$ cat config.mk
export PLATFORM = sky130hd
export DESIGN_NAME = htd_ctrl
export DESIGN_NICKNAME = d
export VERILOG_FILES = /design/src/rtl/core/htd_pkg.sv /design/src/rtl/core/htd_ctrl.sv
export SDC_FILE = /design/constraint.sdc
export NUM_CORES = 1
export LEC_CHECK = 0
export ABC_AREA = 1
export BUFFER_PORTS_ARGS = -buffer_cell sky130_fd_sc_hd__buf_2
export CAP_MARGIN = 20
export CORE_AREA = 2 2 39 41
export CTS_CLUSTER_DIAMETER = 200
export DETAILED_ROUTE_END_ITERATION = 10
export DIE_AREA = 0 0 41 43
export PLACE_DENSITY = 0.37
export SLEW_MARGIN = 15
export SYNTH_ARGS = -nofsm -noshare
export SYNTH_HDL_FRONTEND = slang
export SYNTH_SLANG_ARGS = --single-unit
$ cat constraint.sdc
create_clock -name clk -period 2.28 [get_ports clk]
set_input_delay 0.57 -clock clk [delete_from_list [all_inputs] [get_ports clk]]
set_output_delay 0.57 -clock clk [all_outputs]
set_load 0.02 [all_outputs]
$ cat src/rtl/core/htd_pkg.sv
// shared types, sizes and codes of the huffman tree decoder
package htd_pkg;

  localparam int NODE_COUNT  = 1024;
  localparam int SYMBOL_BITS = 9;
  localparam int NODE_AW     = $clog2(NODE_COUNT);

  localparam int IDX_W     = 10;
  localparam int SYM_IN_W  = 9;
  localparam int OUT_SYM_W = 8;
  localparam int MODE_W    = 2;

  localparam int CFG_AW = 3;
  localparam int CFG_DW = 32;

  // register select is paddr bit 2: root_node at 0, end_symbol at 4
  localparam logic CFG_SEL_ROOT = 1'b0;
  localparam logic CFG_SEL_END  = 1'b1;

  localparam logic [SYM_IN_W-1:0] END_SYMBOL_RESET = SYM_IN_W'(256);

  typedef enum logic [MODE_W-1:0] {
    M_LOAD    = 2'd0,
    M_BIT     = 2'd1,
    M_RESTART = 2'd2
  } mode_t;

  typedef enum logic [1:0] {
    S_IDLE,
    S_CUR,
    S_CHILD
  } state_t;

  typedef struct packed {
    logic                   leaf;
    logic [SYMBOL_BITS-1:0] sym;
    logic [IDX_W-1:0]       zero;
    logic [IDX_W-1:0]       one;
  } node_t;

  localparam int NODE_W = $bits(node_t);

  typedef struct packed {
    logic load;           // write one node entry
    logic restart;        // walk back to root, clear end state
    logic rd_cur;         // fetch entry of the current node
    logic rd_child_fast;  // fetch child using cached current entry
    logic rd_child_slow;  // fetch child using entry just read
    logic step;           // child is internal: it becomes current
    logic emit;           // child is a leaf: deliver result, back to root
  } cmd_t;

  typedef struct packed {
    logic cache_valid;
    logic ended;
    logic leaf;
    logic out_free;
  } status_t;

endpackage

$ cat src/rtl/core/htd_ctrl.sv
// controller state machine of the huffman tree decoder
module htd_ctrl
  import htd_pkg::*;
(
  input  logic              clk,
  input  logic              rst_n,
  input  logic              in_valid,
  input  logic [MODE_W-1:0] in_mode,
  output logic              in_ready,
  input  status_t           status,
  output cmd_t              cmd
);

  state_t state_r, state_nxt;

  always_ff @(posedge clk) begin
    if (!rst_n) begin
      state_r <= S_IDLE;
    end else begin
      state_r <= state_nxt;
    end
  end

  always_comb begin
    state_nxt = state_r;
    cmd       = '0;
    in_ready  = 1'b0;
    case (state_r)
      S_IDLE: begin
        in_ready = 1'b1;
        if (in_valid) begin
          case (in_mode)
            M_LOAD:    cmd.load = 1'b1;
            M_RESTART: cmd.restart = 1'b1;
            M_BIT: begin
              if (!status.ended) begin
                if (status.cache_valid) begin
                  cmd.rd_child_fast = 1'b1;
                  state_nxt         = S_CHILD;
                end else begin
                  cmd.rd_cur = 1'b1;
                  state_nxt  = S_CUR;
                end
              end
            end
            default: ;
          endcase
        end
      end
      S_CUR: begin
        cmd.rd_child_slow = 1'b1;
        state_nxt         = S_CHILD;
      end
      S_CHILD: begin
        if (!status.leaf) begin
          cmd.step  = 1'b1;
          state_nxt = S_IDLE;
        end else if (status.out_free) begin
          cmd.emit  = 1'b1;
          state_nxt = S_IDLE;
        end
      end
      default: state_nxt = S_IDLE;
    endcase
  end

  a_cur_then_child: assert property (@(posedge clk) disable iff (!rst_n)
    state_r == S_CUR |=> state_r == S_CHILD)
    else $error("current-node fetch not followed by child fetch");

  a_leaf_waits: assert property (@(posedge clk) disable iff (!rst_n)
    (state_r == S_CHILD && status.leaf && !status.out_free) |=> state_r == S_CHILD)
    else $error("leaf result dropped while output busy");

  a_ended_ignores_bits: assert property (@(posedge clk) disable iff (!rst_n)
    (state_r == S_IDLE && in_valid && in_mode == M_BIT && status.ended)
      |=> state_r == S_IDLE)
    else $error("bit walked the tree after end of stream");

endmodule

==> flow_summary_export.csv <==
group,metric,value,unit
logic_synthesis,synth_area,185,µm²
setup_path,critical_path_class,"primary input to primary output",
setup_path,cp-endpoint,"cmd[3]",
place,gp_congestion,0.612,
clocking,insertion_delay,0.22,ns
place,dp_hpwl,427,µm
global_route,antenna_found_initial,0,
timing,setup_ws,0.473,ns
power,p_per_area,451,mW/mm²
clocking,cts.clk_slew.worst_paths,0.03,ns
finish,drive_gt1_frac,0.612,
setup_path,reg2reg_depth,4,
clocking,cts_tree,"done",
routing,finalWirelength,479,µm
timing,rsz0062_at_grt,"false",
finish,final_nets,60,
floorplan,pin_count,17,
logic_synthesis,syn_nets,39,
global_route,grt_pass1_vias,220,
finish,reg.largest.list,"state_r x2",
floorplan,core,0.00138,mm²
clocking,cts_resized,0,
timing,drv_slew,0,
clocking,cts_hold_buf,0,
power,power_leakage,0.176,nW
finish,regMostFlops,"state_r",
setup_path,max_stage_delay,0.19,ns
global_route,grt_max_degree,6,
logic_synthesis,synth_seq_area_share,0.216,
setup_path,path_cells,"buf_2, nor2_1, nand2_2, nor3_1, buf_2",
logic_synthesis,ys_ff_latch,2,
clocking,clock_path_buffers,2,
setup_path,r2r-start,"state_r[1]",
finish,diodes,0,
global_route,grt_pass1_wl,731,µm
timing,timing.final.crit_share,0.793,
timing,tightest_slew,0.200,ns
setup_path,r2r_end,"state_r[1]",
setup_path,cp_slowest_cell,"buf_2",
setup_path,crit_path_max_fanout,4,
setup_path,rrSetupSlack,1.45,ns
floorplan,initial_utilization,0.134,
finish,largest_register_ff_count,2,
global_route,grt_overflow,0,
clocking,cts_made_buffers,3,
timing,finalSetupTns,0,ns
setup_path,worst_setup_path_start_kind,"primary input",
setup_path,critPathLaunch,"in_mode[1]",
timing,setup_viol,0,
timing,period_minus_slack,1.81,ns
logic_synthesis,synth_cells,30,
timing,hold_viol,0,
setup_path,end_kind,"primary output",
setup_path,cpMostUsedCell,"buf_2",
floorplan,die_h,43,µm
outcome,status,"complete, no violations",
floorplan,num_rows,14,
logic_synthesis,yosysWarnings,0,
place,portBuffers,16,
routing,drc,0,
logic_synthesis,synth.avg_cell_area,6.17,µm²
routing,wl_per_cell,7.37,µm
setup_path,worstPathRequired,1.71,ns
flow_run,maxCapViolCount,0,
clocking,cts_sinks,2,
routing,dr.first_iter.drc_count,2,
power,worst_ir_drop_vdd,0.173,mV
setup_path,worstPathArrival,1.24,ns
routing,vias,244,
floorplan,fp.dieW,41,µm
finish,area_growth,66.2,%
routing,via_per_inst,3.75,
routing,ant_nets,0,
timing,slew-limit-headroom,0.865,
clocking,htree_levels,1,
timing,skew,0.0000528,ns
place,place_ws,0.470,ns
routing,drt_pass1_iterations,2,
logic_synthesis,yosysUniqueCellTypes,13,
timing,fin_hold_ws,0.567,ns
floorplan,die_area,0.00176,mm²
clocking,ctsRootBufferMaster,"clkbuf_4",
worst_hold_path,hp-class,"primary input to register",
global_route,grtUsageTotal,0.0661,
timing,max_freq,0.553,GHz
clocking,cts_setup_buffers,0,
-- worst max-delay path: cells and delay by family --
kind | cells | cell delay, ns
buffers and inverters | 2 | 0.30
and+or+nand+nor | 3 | 0.36
-- through the flow --
| step | total power [mW] | area (µm²) | instances | utilization |
|---|---|---|---|---|
| floorplan | 0.0510 | 185 | 30 | - |
| global placement | 0.0643 | 285 | 62 | 0.206 |
| detailed placement | 0.0641 | 285 | 62 | 0.206 |
| CTS | 0.145 | 308 | 65 | 0.222 |
| global route | 0.154 | 308 | 65 | 0.222 |
| finish | 0.139 | 308 | 65 | 0.222 |
-- how the worst min path moves through the flow --
stage	slack (ns)	endpoint	cells after the start	start
final	0.57	state_r[0]	2	status[3]
after global routing	0.57	state_r[0]	2	status[3]
after CTS	0.56	state_r[0]	2	status[3]
after detailed placement	0.57	state_r[1]	3	state_r[1]
after global placement	0.57	state_r[1]	3	state_r[1]
after floorplan	0.54	state_r[1]	3	state_r[1]
-- final cells by class --
| class | instances | area, µm² |
|---|---|---|
| inverters | 8 | 30.0 |
| multi-input cells | 20 | 115 |
| clock buffers | 3 | 22.5 |
| repair buffers | 16 | 80.1 |
| fillers | 169 | 1080 |
| flip-flops and latches | 2 | 40.0 |
| well taps | 16 | 20.0 |
-- cells by family after synthesis --
kind of cell | synth area share
AND/OR/NAND/NOR | 0.547
flip-flops | 0.216
AO/OA/AOI/OAI | 0.0743
buffers and inverters | 0.162
-- layout by cell type (no fill, tap or decap), drive strengths merged --
| master | synthesis | layout |
|---|---|---|
| nor2 | 5 | 5 |
| buf | 0 | 16 |
| clkbuf | 0 | 3 |
| dfxtp | 2 | 2 |
| a21oi | 2 | 2 |
| nor3 | 3 | 3 |
| inv | 8 | 8 |
| nand2 | 7 | 7 |
| nor4 | 2 | 2 |
| nand3b | 1 | 1 |
-- per-layer routing --
metal  track usage  share of wire
met1        0.0479           0.32
met2         0.113           0.57
met3        0.0314           0.10
met4        0.0600              0
met5             0              0
-- synthesized netlist by cell type --
library cell	number	share of area
a21oi_1	1	0.027
a21oi_2	1	0.047
dfxtp_1	2	0.22
inv_1	4	0.081
inv_2	4	0.081
nand2_1	3	0.061
nand2_2	4	0.14
nand3b_1	1	0.041
nor2_1	5	0.10
nor3_1	2	0.054
nor3_2	1	0.054
nor4_1	1	0.034
nor4_2	1	0.068
-- report_power, final --
group	internal (mW)	switching, mW
Sequential	0.0358	0.000377
Combinational	0.0111	0.0160
Clock	0.0578	0.0176
(Power assumes the default switching activity.)
